`config.mk`:
```
export PLATFORM = sky130hd
export DESIGN_NAME = accept_encoding_gzip_check
export DESIGN_NICKNAME = d
export VERILOG_FILES = /design/src/rtl/aegc_pkg.sv /design/src/rtl/aegc_classify.sv /design/src/rtl/aegc_queue.sv /design/src/rtl/aegc_parse.sv /design/src/rtl/accept_encoding_gzip_check.sv
export SDC_FILE = /design/constraint.sdc
export NUM_CORES = 1
export LEC_CHECK = 0
export ABC_AREA = 0
export BUFFER_PORTS_ARGS = -buffer_cell sky130_fd_sc_hd__buf_2
export CORE_MARGIN = 2
export CORE_UTILIZATION = 50
export CTS_CLUSTER_DIAMETER = 50
export DETAILED_ROUTE_END_ITERATION = 16
export PLACE_DENSITY = 0.75
export REMOVE_ABC_BUFFERS = 1
export SYNTH_ARGS = -nofsm -noshare
export SYNTH_HDL_FRONTEND = slang
export SYNTH_SLANG_ARGS = --single-unit
export TNS_END_PERCENT = 20
```
`constraint.sdc`:
```
create_clock -name aclk -period 4 [get_ports aclk]
set_clock_uncertainty 0.2 [all_clocks]
set_input_delay 0.2 -clock aclk [delete_from_list [all_inputs] [get_ports aclk]]
set_output_delay 0.2 -clock aclk [all_outputs]
set_load 0.005 [all_outputs]
```
`src/rtl/aegc_pkg.sv`:
```
// shared types and constants for the accept-encoding gzip checker
// no dependencies; imported by every module of the block
`default_nettype none

package aegc_pkg;

    // depth of the queue between the classifier and the parser
    localparam int AEGC_QDEPTH = 4;
    localparam int AEGC_QPTR_W = (AEGC_QDEPTH > 1) ? $clog2(AEGC_QDEPTH) : 1;
    localparam int AEGC_QCNT_W = $clog2(AEGC_QDEPTH + 1);

    // one header byte after classification
    typedef struct packed {
        logic has_char;
        logic last;
        logic is_nul;
        logic is_comma;
        logic is_semi;
        logic is_ws;
        logic is_q;
        logic is_eq;
        logic is_zero;
        logic is_dot;
        // letters of the three tokens, compared after lower-casing
        logic ch_g;
        logic ch_z;
        logic ch_i;
        logic ch_p;
        logic ch_x;
        logic ch_dash;
        logic ch_star;
    } aegc_item_t;

endpackage

`default_nettype wire

```
`src/rtl/aegc_classify.sv`:
```
// front end: takes header bytes from the input stream and classifies them
// depends on aegc_pkg
`default_nettype none

module aegc_classify import aegc_pkg::*; (
    input  wire logic       s_tvalid,
    output logic            s_tready,
    input  wire logic [7:0] s_tdata,   // char_byte
    input  wire logic       s_tuser,   // has_char
    input  wire logic       s_tlast,   // last
    input  wire logic       q_ready,
    output logic            q_push,
    output aegc_item_t      q_item
);

    localparam logic [7:0] CH_NUL   = 8'h00;
    localparam logic [7:0] CH_TAB   = 8'h09;
    localparam logic [7:0] CH_SPACE = 8'h20;
    localparam logic [7:0] CH_STAR  = 8'h2a;
    localparam logic [7:0] CH_COMMA = 8'h2c;
    localparam logic [7:0] CH_DASH  = 8'h2d;
    localparam logic [7:0] CH_DOT   = 8'h2e;
    localparam logic [7:0] CH_ZERO  = 8'h30;
    localparam logic [7:0] CH_SEMI  = 8'h3b;
    localparam logic [7:0] CH_EQ    = 8'h3d;
    localparam logic [7:0] CH_UP_A  = 8'h41;
    localparam logic [7:0] CH_UP_Z  = 8'h5a;
    localparam logic [7:0] CH_CASE  = 8'h20;
    localparam logic [7:0] CH_G     = 8'h67;
    localparam logic [7:0] CH_I     = 8'h69;
    localparam logic [7:0] CH_P     = 8'h70;
    localparam logic [7:0] CH_Q     = 8'h71;
    localparam logic [7:0] CH_X     = 8'h78;
    localparam logic [7:0] CH_Z     = 8'h7a;

    logic [7:0] lc;

    assign s_tready = q_ready;
    assign q_push   = s_tvalid && q_ready;

    always_comb begin
        lc = s_tdata;
        if (s_tdata >= CH_UP_A && s_tdata <= CH_UP_Z) begin
            lc = s_tdata | CH_CASE;
        end
    end

    always_comb begin
        q_item          = '0;
        q_item.has_char = s_tuser;
        q_item.last     = s_tlast;
        q_item.is_nul   = (s_tdata == CH_NUL);
        q_item.is_comma = (s_tdata == CH_COMMA);
        q_item.is_semi  = (s_tdata == CH_SEMI);
        q_item.is_ws    = (s_tdata == CH_SPACE) || (s_tdata == CH_TAB);
        q_item.is_q     = (lc == CH_Q);
        q_item.is_eq    = (s_tdata == CH_EQ);
        q_item.is_zero  = (s_tdata == CH_ZERO);
        q_item.is_dot   = (s_tdata == CH_DOT);
        q_item.ch_g     = (lc == CH_G);
        q_item.ch_z     = (lc == CH_Z);
        q_item.ch_i     = (lc == CH_I);
        q_item.ch_p     = (lc == CH_P);
        q_item.ch_x     = (lc == CH_X);
        q_item.ch_dash  = (s_tdata == CH_DASH);
        q_item.ch_star  = (s_tdata == CH_STAR);
    end

endmodule

`default_nettype wire

```
`src/rtl/aegc_queue.sv`:
```
// short register queue carrying classified bytes from front end to parser
// depends on aegc_pkg
`default_nettype none

module aegc_queue import aegc_pkg::*; (
    input  wire logic        aclk,
    input  wire logic        aresetn,
    input  wire logic        push,
    input  wire aegc_item_t  push_item,
    output logic             push_ready,
    input  wire logic        pop,
    output logic             pop_valid,
    output aegc_item_t       pop_item
);

    aegc_item_t             slot_reg [AEGC_QDEPTH];
    logic [AEGC_QPTR_W-1:0] wr_ptr_reg, wr_ptr_next;
    logic [AEGC_QPTR_W-1:0] rd_ptr_reg, rd_ptr_next;
    logic [AEGC_QCNT_W-1:0] count_reg, count_next;
    logic                   do_push, do_pop;

    assign push_ready = (count_reg != AEGC_QCNT_W'(AEGC_QDEPTH));
    assign pop_valid  = (count_reg != '0);
    assign pop_item   = slot_reg[rd_ptr_reg];
    assign do_push    = push && push_ready;
    assign do_pop     = pop && pop_valid;

    always_comb begin
        wr_ptr_next = wr_ptr_reg;
        rd_ptr_next = rd_ptr_reg;
        count_next  = count_reg;
        if (do_push) begin
            wr_ptr_next = (wr_ptr_reg == AEGC_QPTR_W'(AEGC_QDEPTH - 1)) ? '0
                        : wr_ptr_reg + 1'b1;
        end
        if (do_pop) begin
            rd_ptr_next = (rd_ptr_reg == AEGC_QPTR_W'(AEGC_QDEPTH - 1)) ? '0
                        : rd_ptr_reg + 1'b1;
        end
        if (do_push && !do_pop) begin
            count_next = count_reg + 1'b1;
        end else if (do_pop && !do_push) begin
            count_next = count_reg - 1'b1;
        end
    end

    always_ff @(posedge aclk) begin
        if (!aresetn) begin
            wr_ptr_reg <= '0;
            rd_ptr_reg <= '0;
            count_reg  <= '0;
        end else begin
            wr_ptr_reg <= wr_ptr_next;
            rd_ptr_reg <= rd_ptr_next;
            count_reg  <= count_next;
        end
    end

    always_ff @(posedge aclk) begin
        if (do_push) begin
            slot_reg[wr_ptr_reg] <= push_item;
        end
    end

endmodule

`default_nettype wire

```
`src/rtl/aegc_parse.sv`:
```
// back end: element and parameter parser, verdict tracking, result register
// depends on aegc_pkg
`default_nettype none

module aegc_parse import aegc_pkg::*; (
    input  wire logic        aclk,
    input  wire logic        aresetn,
    input  wire logic        q_valid,
    input  wire aegc_item_t  q_item,
    output logic             q_pop,
    output logic             m_tvalid,
    input  wire logic        m_tready,
    output logic [7:0]       m_tdata    // accepts_gzip, bits 7:1 zero
);

    typedef enum logic [3:0] {
        EL_LEAD   = 4'b0001,
        EL_TOKEN  = 4'b0010,
        EL_TRAIL  = 4'b0100,
        EL_PARAMS = 4'b1000
    } el_phase_t;

    typedef enum logic [6:0] {
        PP_LEAD   = 7'b0000001,
        PP_SKIP   = 7'b0000010,
        PP_Q      = 7'b0000100,
        PP_V0     = 7'b0001000,
        PP_VREST  = 7'b0010000,
        PP_VTRAIL = 7'b0100000,
        PP_DONE   = 7'b1000000
    } pp_phase_t;

    localparam logic [1:0] QV_UNDECIDED = 2'd0;
    localparam logic [1:0] QV_ZERO      = 2'd1;
    localparam logic [1:0] QV_NONZERO   = 2'd2;

    localparam logic [1:0] VD_NONE   = 2'd0;
    localparam logic [1:0] VD_REFUSE = 2'd1;
    localparam logic [1:0] VD_ACCEPT = 2'd2;

    localparam logic [2:0] LEN_GZIP  = 3'd4;
    localparam logic [2:0] LEN_XGZIP = 3'd6;
    localparam logic [2:0] LEN_STAR  = 3'd1;
    localparam logic [2:0] POS_MAX   = 3'd7;

    typedef struct packed {
        logic [1:0] gz;
        logic [1:0] st;
    } verd_pair_t;

    el_phase_t  el_reg,    el_next;
    pp_phase_t  pp_reg,    pp_next;
    logic [1:0] qv_reg,    qv_next;
    logic [2:0] pos_reg,   pos_next;
    logic [2:0] cand_reg,  cand_next;
    logic [1:0] gz_reg,    gz_next;
    logic [1:0] st_reg,    st_next;
    logic       ended_reg, ended_next;
    logic       mvalid_reg, mvalid_next;
    logic       acc_reg,   acc_next;

    // verdicts after closing the element in progress
    function automatic verd_pair_t close_elem(
        el_phase_t  ep,
        pp_phase_t  pp,
        logic [1:0] qv,
        logic [2:0] pos,
        logic [2:0] cand,
        logic [1:0] gz,
        logic [1:0] st
    );
        logic [1:0] q;
        logic       zero;
        verd_pair_t r;
        q = qv;
        if (pp == PP_V0) begin
            q = QV_NONZERO;
        end else if (pp == PP_VREST || pp == PP_VTRAIL) begin
            q = QV_ZERO;
        end
        zero = (ep == EL_PARAMS) && (q == QV_ZERO);
        r.gz = gz;
        r.st = st;
        if ((cand[0] && pos == LEN_GZIP) || (cand[1] && pos == LEN_XGZIP)) begin
            r.gz = zero ? VD_REFUSE : VD_ACCEPT;
        end else if (cand[2] && pos == LEN_STAR) begin
            r.st = zero ? VD_REFUSE : VD_ACCEPT;
        end
        return r;
    endfunction

    verd_pair_t vp;
    logic       ok_gzip, ok_xgzip, ok_star;
    logic       pop;

    // a final byte needs the result slot free or draining this cycle
    assign pop   = q_valid && (!q_item.last || !mvalid_reg || m_tready);
    assign q_pop = pop;

    always_comb begin
        unique case (pos_reg)
            3'd0: begin
                ok_gzip  = q_item.ch_g;
                ok_xgzip = q_item.ch_x;
            end
            3'd1: begin
                ok_gzip  = q_item.ch_z;
                ok_xgzip = q_item.ch_dash;
            end
            3'd2: begin
                ok_gzip  = q_item.ch_i;
                ok_xgzip = q_item.ch_g;
            end
            3'd3: begin
                ok_gzip  = q_item.ch_p;
                ok_xgzip = q_item.ch_z;
            end
            3'd4: begin
                ok_gzip  = 1'b0;
                ok_xgzip = q_item.ch_i;
            end
            3'd5: begin
                ok_gzip  = 1'b0;
                ok_xgzip = q_item.ch_p;
            end
            default: begin
                ok_gzip  = 1'b0;
                ok_xgzip = 1'b0;
            end
        endcase
        ok_star = (pos_reg == '0) && q_item.ch_star;
    end

    always_comb begin
        el_next     = el_reg;
        pp_next     = pp_reg;
        qv_next     = qv_reg;
        pos_next    = pos_reg;
        cand_next   = cand_reg;
        gz_next     = gz_reg;
        st_next     = st_reg;
        ended_next  = ended_reg;
        acc_next    = acc_reg;
        mvalid_next = mvalid_reg && !m_tready;
        vp          = '{gz: gz_reg, st: st_reg};

        if (pop) begin
            if (q_item.has_char && !ended_reg) begin
                if (q_item.is_nul || q_item.is_comma) begin
                    vp = close_elem(el_reg, pp_reg, qv_reg, pos_reg, cand_reg,
                                    gz_reg, st_reg);
                    gz_next    = vp.gz;
                    st_next    = vp.st;
                    el_next    = EL_LEAD;
                    pp_next    = PP_LEAD;
                    qv_next    = QV_UNDECIDED;
                    pos_next   = '0;
                    cand_next  = 3'b111;
                    ended_next = q_item.is_nul;
                end else if (el_reg == EL_PARAMS) begin
                    unique case (pp_reg)
                        PP_LEAD: begin
                            if (q_item.is_q) begin
                                pp_next = PP_Q;
                            end else if (!q_item.is_ws && !q_item.is_semi) begin
                                pp_next = PP_SKIP;
                            end
                        end
                        PP_SKIP: begin
                            if (q_item.is_semi) begin
                                pp_next = PP_LEAD;
                            end
                        end
                        PP_Q: begin
                            if (q_item.is_eq) begin
                                pp_next = PP_V0;
                            end else if (q_item.is_semi) begin
                                pp_next = PP_LEAD;
                            end else begin
                                pp_next = PP_SKIP;
                            end
                        end
                        PP_V0: begin
                            if (q_item.is_zero) begin
                                pp_next = PP_VREST;
                            end else begin
                                qv_next = QV_NONZERO;
                                pp_next = PP_DONE;
                            end
                        end
                        PP_VREST: begin
                            if (q_item.is_dot || q_item.is_zero) begin
                                pp_next = PP_VREST;
                            end else if (q_item.is_ws) begin
                                pp_next = PP_VTRAIL;
                            end else begin
                                qv_next = q_item.is_semi ? QV_ZERO : QV_NONZERO;
                                pp_next = PP_DONE;
                            end
                        end
                        PP_VTRAIL: begin
                            if (!q_item.is_ws) begin
                                qv_next = q_item.is_semi ? QV_ZERO : QV_NONZERO;
                                pp_next = PP_DONE;
                            end
                        end
                        PP_DONE: begin
                            pp_next = PP_DONE;
                        end
                        default: begin
                            pp_next = pp_reg;
                        end
                    endcase
                end else if (q_item.is_semi) begin
                    el_next = EL_PARAMS;
                end else if (q_item.is_ws) begin
                    if (el_reg == EL_TOKEN) begin
                        el_next = EL_TRAIL;
                    end
                end else begin
                    el_next   = EL_TOKEN;
                    // a second word after whitespace spoils the token
                    cand_next = (el_reg == EL_TRAIL) ? 3'b000
                              : cand_reg & {ok_star, ok_xgzip, ok_gzip};
                    if (pos_reg != POS_MAX) begin
                        pos_next = pos_reg + 1'b1;
                    end
                end
            end

            if (q_item.last) begin
                vp = close_elem(el_next, pp_next, qv_next, pos_next, cand_next,
                                gz_next, st_next);
                acc_next    = (vp.gz != VD_NONE) ? (vp.gz == VD_ACCEPT)
                                                 : (vp.st == VD_ACCEPT);
                mvalid_next = 1'b1;
                el_next     = EL_LEAD;
                pp_next     = PP_LEAD;
                qv_next     = QV_UNDECIDED;
                pos_next    = '0;
                cand_next   = 3'b111;
                gz_next     = VD_NONE;
                st_next     = VD_NONE;
                ended_next  = 1'b0;
            end
        end
    end

    always_ff @(posedge aclk) begin
        if (!aresetn) begin
            el_reg     <= EL_LEAD;
            pp_reg     <= PP_LEAD;
            qv_reg     <= QV_UNDECIDED;
            pos_reg    <= '0;
            cand_reg   <= 3'b111;
            gz_reg     <= VD_NONE;
            st_reg     <= VD_NONE;
            ended_reg  <= 1'b0;
            mvalid_reg <= 1'b0;
        end else begin
            el_reg     <= el_next;
            pp_reg     <= pp_next;
            qv_reg     <= qv_next;
            pos_reg    <= pos_next;
            cand_reg   <= cand_next;
            gz_reg     <= gz_next;
            st_reg     <= st_next;
            ended_reg  <= ended_next;
            mvalid_reg <= mvalid_next;
        end
    end

    always_ff @(posedge aclk) begin
        acc_reg <= acc_next;
    end

    assign m_tvalid = mvalid_reg;
    assign m_tdata  = {7'b0, acc_reg};

endmodule

`default_nettype wire

```
`src/rtl/accept_encoding_gzip_check.sv`:
```
// top level of the accept-encoding gzip checker
// depends on aegc_pkg, aegc_classify, aegc_queue and aegc_parse
//
//  channel  | direction | tdata             | tuser    | tlast
//  ---------+-----------+-------------------+----------+------------
//  s_       | in        | [7:0] char_byte   | has_char | end of header
//  m_       | out       | [0] accepts_gzip  | -        | -
//
// one header byte is taken per cycle while the queue has room; the classifier is
// combinational, so a byte enters the queue at its accepting edge and the parser
// consumes it at the next edge at the earliest, loading the verdict register there;
// m_tvalid rises as the parser consumes the final byte. reset (aresetn low,
// synchronous) empties the queue and returns the parser to the start of a header.
// a final byte waits at the head of the queue while the previous verdict is not yet
// taken, holding the bytes behind it; the input stalls once the four-entry queue fills.
`default_nettype none

module accept_encoding_gzip_check import aegc_pkg::*; (
    input  wire logic       aclk,
    input  wire logic       aresetn,
    input  wire logic       s_tvalid,
    output logic            s_tready,
    input  wire logic [7:0] s_tdata,   // char_byte
    input  wire logic       s_tuser,   // has_char
    input  wire logic       s_tlast,
    output logic            m_tvalid,
    input  wire logic       m_tready,
    output logic [7:0]      m_tdata    // accepts_gzip, bits 7:1 zero
);

    aegc_item_t push_item, pop_item;
    logic       push, push_ready, pop, pop_valid;

    aegc_classify u_classify (
        .s_tvalid (s_tvalid),
        .s_tready (s_tready),
        .s_tdata  (s_tdata),
        .s_tuser  (s_tuser),
        .s_tlast  (s_tlast),
        .q_ready  (push_ready),
        .q_push   (push),
        .q_item   (push_item)
    );

    aegc_queue u_queue (
        .aclk       (aclk),
        .aresetn    (aresetn),
        .push       (push),
        .push_item  (push_item),
        .push_ready (push_ready),
        .pop        (pop),
        .pop_valid  (pop_valid),
        .pop_item   (pop_item)
    );

    aegc_parse u_parse (
        .aclk     (aclk),
        .aresetn  (aresetn),
        .q_valid  (pop_valid),
        .q_item   (pop_item),
        .q_pop    (pop),
        .m_tvalid (m_tvalid),
        .m_tready (m_tready),
        .m_tdata  (m_tdata)
    );

endmodule

`default_nettype wire
```
==> results.toml, run 1 <==
[outcome]
status = "complete, no violations"

[timing]
finalHoldViolations = 0
max_slew_margin_pct = 36.3
hold_ws_ps = 34.2
tightestPinTransition_ps = 932
setup_viol = 0
layout_min_cycle_time_ps = 3640
drv_slew = 0
fin_crit_sh_pct = 90.9
max_freq_mhz = 275
grt_setup_unrepaired = "false"
setup_tns_ps = 0

[job]
drv_cap = 0

[placement]
dp_hpwl_um = 8040
dp_cells = 617
portBuffers = 16
placed_cell_area_um2 = 5630
place.gp.congestion = 0.916

[die]
die_w_um = 108
ioPinCount = 24
die_area_um2 = 11700
die_h_um = 108
initial_core_util_pct = 50.7
core_area_um2 = 10700
rows = 38

[route]
drt-vias-per-instance = 5.91
ant_nets = 0
drtPass1Iterations = 4
wl_per_cell_um = 17.7
drt_iter0_drc = 229
finalWirelength_um = 11300
route.detailed.drc = 0
vias = 3759

[clocking]
path_clk_slew_ps = 110
clk_latency_ps = 370
cts_tree = "yes"
numCtsBuffers = 9
clock-sinks = 103
root_buffer = "clkbuf_8"
h-tree-depth = 3
clk_path_buf_depth = 2

[synth]
synthXorXnorAreaFrac_pct = 0.969
ys_async_sr_fraction_pct = 0
syn_inst = 474
synth_cell_types = 73
synth_compound_area_share_pct = 13.8
synth-adder-area-share_pct = 2.68
synth_edf_count = 69
synthFlopType = "edfxtp_1"
synth_area_per_cell_um2 = 11.4
ys_seq_elements = 103
synth_area_um2 = 5430
synthMuxAreaShare_pct = 9.34
ys_seq_area_share_pct = 50.7
synth_top_family_by_area = "simple AND/OR/NAND/NOR gates"
yosys_warnings = 0
yosys.area_share.simple_pct = 18.4

[critical_path]
critPathRequiredTime_ps = 3930
startpoint_type = "flop"
critical_path.max_fanout = 19
r2r-end = "u_parse.acc_reg"
worstPathCellList = "buf_4 > mux4_2 > nor2_1 > nor2_1 > a221o_1 > or4_4 > o41ai_2 > a32oi_1"
ff2ff_path_depth = 8
cp_slowest_cell = "mux4_2"
crit_family = "simple AND/OR/NAND/NOR gates"
worstSetupPathType = "flop to flop"
end_kind = "flop"
crit_arrival_ps = 3560
crit_path_max_incr_delay_ps = 560
crit_top_cell = "nor2_1"
rrSetupSlack_ps = 360
cp.buffers_inverters = 1

[pwr]
clkPwrFrac_pct = 20.7
p_seq_share_pct = 41.8
switching_share_pct = 37.5
intPower_w = 0.00200
p_sw_w = 0.00120
ir_worst_vdd_mv = 0.327
p_comb_share_pct = 37.5
power_leakage_nw = 1.93
cellPowerDensity_nw_per_um2 = 545

[worst_hold_path]
hold_path_startpoint = "s_tdata[1]"
hold_depth = 2
worstHoldEndpoint = "u_queue.slot_reg[0][2]"
min_path_type = "input pin to flop"

[final_layout]
largest_reg_flops = 68
layout.cells.non_filler = 636
final_area_um2 = 5860
utilization_pct = 54.8
final_common_cell = "edfxtp_1"
drive_gt1_share_pct = 16.9
final_nets = 516
area_growth_pct = 8.05
mostFrequentLayoutCells = "edfxtp_1 (69), nand2_1 (37), dfxtp_1 (34), nor2_1 (22), o21ai_0 (21)"
antenna_cells = 0

[global_routing]
antenna_found_initial = 0
grt.overflow.total = 0
grt_pass1_vias = 3719
grt_max_degree = 30
grt_use_total_pct = 20.8
grt_pass1_wl_um = 18800
[power groups by stage]
stage          sequential (W)  clock (W)  combinational, W
2_1_floorplan         0.00139          0          0.000770
3_3_place_gp          0.00135          0           0.00117
3_5_place_dp          0.00136          0           0.00119
4_1_cts               0.00134   0.000674           0.00120
5_1_grt               0.00135   0.000715           0.00132
6_report              0.00134   0.000660           0.00120
[layer usage]
metal  share of wire [%]  GRT usage [%]  vias to the layer above  routed length (um)
li1                    -              -                     1821                   -
met4                 1.8           6.68                        0                 204
met5                   0              0                        -                   0
met3                 4.0           3.38                       14                 449
met2                  49           35.0                       90                5510
met1                  45           27.7                     1834                5090
[repair_timing]
item | in CTS | in global routing
buffers inserted | 0 | 0
resized for setup | 0 | 1
hold buffers | 3 | 0
hold endpoints to repair | 9 | 0
setup endpoints to repair | 0 | 1
[synth_stat cells, types with 13 or more instances]
cell type,instances,share of area [%]
a21oi_1,14,1.3
clkbuf_1,14,0.97
dfxtp_1,34,13
edfxtp_1,69,38
mux2i_1,18,3.3
mux4_2,13,5.4
nand2_1,37,2.6
nand2b_1,13,1.5
nor2_1,22,1.5
nor2b_1,19,2.2
nor3_1,14,1.3
o21ai_0,21,1.9
[cell type report]
| class | count | area, um2 |
|---|---|---|
| repair buffers | 31 | 200 |
| well taps | 140 | 175 |
| clock buffers | 9 | 124 |
| fillers | 919 | 4840 |
| multi-input cells | 333 | 2480 |
| clock inverters | 7 | 81.3 |
| inverters | 13 | 48.8 |
| flip-flops and latches | 103 | 2750 |
[cells by family (layout without fill, tap and decap cells)]
family	count (synthesis)	in the layout
adder cells (fa/ha/maj)	11	11
buffers and inverters	44	60
other	1	7
flip-flops	103	103
XOR/XNOR	6	6
AND/OR/NAND/NOR	172	172
multiplexers	34	34
AO/OA/AOI/OAI	103	103
[worst max path at each step]
stage	startpoint	end	slack, ps	cells after the start
floorplan	flop	u_parse.acc_reg	190	8
global placement	flop	u_parse.acc_reg	420	9
detailed placement	flop	u_parse.acc_reg	310	9
CTS	flop	u_parse.acc_reg	280	9
global route	flop	u_parse.acc_reg	100	9
finish	flop	u_parse.acc_reg	360	8
[stage by stage]
stage                     total power [W]  setup slack (ps)
after detailed placement          0.00255               307
final                             0.00320               364
after global routing              0.00339               104
after floorplan                   0.00216               189
after global placement            0.00253               415
after CTS                         0.00321               284
Power figures use the tool's default switching activity.
==> inputs of run 2 (changes only) <==
==> constraint.sdc (replaced) <==
create_clock -name aclk -period 4 [get_ports aclk]
set_clock_uncertainty 0.2 [all_clocks]
set_input_delay 0.6 -clock aclk [delete_from_list [all_inputs] [get_ports aclk]]
set_output_delay 0.6 -clock aclk [all_outputs]
set_load 0.005 [all_outputs]
==> run 2 against run 1 <==
  * Cell count shrank 0.47%
  * Cell area down 0.51%
  * Die area is the same
  * Non-clock buffer count fell by 3
  * Global-route usage unchanged
  * Total power barely moved
  * Largest cell class unchanged
==> results.toml, run 2 (synthesis results as in run 1) <==
[outcome]
status = "complete, no violations"

[job]
drv_cap = 0

[final_layout]
multi_input_area_um2 = 2480
seq_area_um2 = 2750
area_growth_pct = 7.50
fillers = 922
drive_gt1_share_pct = 17.0
antenna_cells = 0
mostFrequentLayoutCells = "edfxtp_1 (69), nand2_1 (37), dfxtp_1 (34), nor2_1 (22), o21ai_0 (21)"
final_nets = 513
final_common_cell = "edfxtp_1"
largest_reg_flops = 68

[critical_path]
critPathRequiredTime_ps = 3920
cp.buffers_inverters = 1
critical_path.max_fanout = 19
crit_arrival_ps = 3560
crit_top_cell = "nor2_1"
startpoint_type = "flop"
r2r-end = "u_parse.acc_reg"
cp_slowest_cell = "mux4_2"
rrSetupSlack_ps = 360
ff2ff_path_depth = 8
crit_path_max_incr_delay_ps = 560
worstSetupPathType = "flop to flop"
end_kind = "flop"
worstPathCellList = "buf_4 > mux4_2 > nor2_1 > nor2_1 > a221o_1 > or4_4 > o41ai_2 > a32oi_1"
crit_family = "simple AND/OR/NAND/NOR gates"

[global_routing]
grt_use_total_pct = 20.8
antenna_found_initial = 0
grt_pass1_vias = 3715
grt.overflow.total = 0
grt_max_degree = 30
grt_pass1_wl_um = 18800

[timing]
tightestPinTransition_ps = 961
max_slew_margin_pct = 34.3
grt_setup_unrepaired = "false"
setup_viol = 0
setup_tns_ps = 0
finalHoldViolations = 0
drv_slew = 0
setup_ws_ps = 364
layout_min_cycle_time_ps = 3640
fin_crit_sh_pct = 90.9
max_freq_mhz = 275

[worst_hold_path]
hold_path_startpoint = "s_tuser"
min_path_type = "input pin to flop"
hold_depth = 1
worstHoldEndpoint = "u_queue.slot_reg[2][16]"

[die]
initial_core_util_pct = 50.7
die_area_um2 = 11700
ioPinCount = 24
rows = 38
die_w_um = 108
die_h_um = 108
core_area_um2 = 10700

[placement]
portBuffers = 16
place.gp.congestion = 0.916
pre_cts_slack_ps = 307
dp_hpwl_um = 8040

[clocking]
cts_tree = "yes"
cts_hold_buf = 0
root_buffer = "clkbuf_8"
path_clk_slew_ps = 110
clock-sinks = 103
h-tree-depth = 3
clk_path_buf_depth = 2
clk_latency_ps = 370
numCtsBuffers = 9
post-cts-setup-buffer-count = 0

[route]
finalWirelength_um = 11300
drtPass1Iterations = 4
wl_per_cell_um = 17.8
drt-vias-per-instance = 5.95
drt_iter0_drc = 213
route.detailed.drc = 0
vias = 3765
ant_nets = 0

[pwr]
cellPowerDensity_nw_per_um2 = 548
ir_worst_vdd_mv = 0.326
power_leakage_nw = 1.91
run 2: changes by cell type in the layout (fill, tap and decap cells not counted), sizes merged:
cell,change
dlygate4sd3,-3
run 2: routing by layer:
layer	routed length (um)	global-route usage (%)	part of all wire [%]
met3	578	3.38	5.1
met5	0	0	0
met4	204	6.68	1.8
met1	4960	27.7	44
met2	5520	35.0	49
run 2: stage by stage:
| step | cell area (um2) | utilization [%] | total power [W] | hold slack (ps) | cells |
|---|---|---|---|---|---|
| floorplan | 5280 | - | 0.00216 | 240 | 449 |
| global placement | 5630 | 52.6 | 0.00253 | 253 | 617 |
| detailed placement | 5630 | 52.6 | 0.00255 | 257 | 617 |
| CTS | 5830 | 54.5 | 0.00321 | 226 | 633 |
| global route | 5830 | 54.5 | 0.00339 | 221 | 633 |
| finish | 5830 | 54.5 | 0.00319 | 240 | 633 |
run 2: cell type report:
type,instances,share of cell area [%]
Clock inverter,7,1.39
Sequential cell,103,47.2
Inverter,13,0.837
Tap cell,140,3.00
Clock buffer,9,2.12
Timing Repair Buffer,28,2.92
Multi-Input combinational cell,333,42.5
run 2: power breakdown:
group          leakage, nW  switching (W)  internal (W)
sequential           0.887      0.0000849       0.00125
clock                0.103       0.000411      0.000249
combinational        0.923       0.000702      0.000495
run 2: repair_timing:
action | CTS | global route
resized for setup | 0 | 1
endpoints found under the hold margin | 0 | 0
endpoints found under the setup margin | 0 | 1
run 2: worst max-delay path by stage:
stage / from / end / slack [ps] / cells past startpoint
2_1_floorplan: flop / u_parse.acc_reg / 190 / 8
3_3_place_gp: flop / u_parse.acc_reg / 420 / 9
3_5_place_dp: flop / u_parse.acc_reg / 310 / 9
4_1_cts: flop / u_parse.acc_reg / 280 / 9
5_1_grt: flop / u_parse.acc_reg / 100 / 9
6_report: flop / u_parse.acc_reg / 360 / 8
run 2: worst reg2reg max path: cells and delay by family, from the launching register on:
kind / cells / cell delay, ps
mux: 1 / 560
buf+inv: 1 / 330
compound gates: 3 / 800
simple gates: 3 / 990
flops: 1 / 500
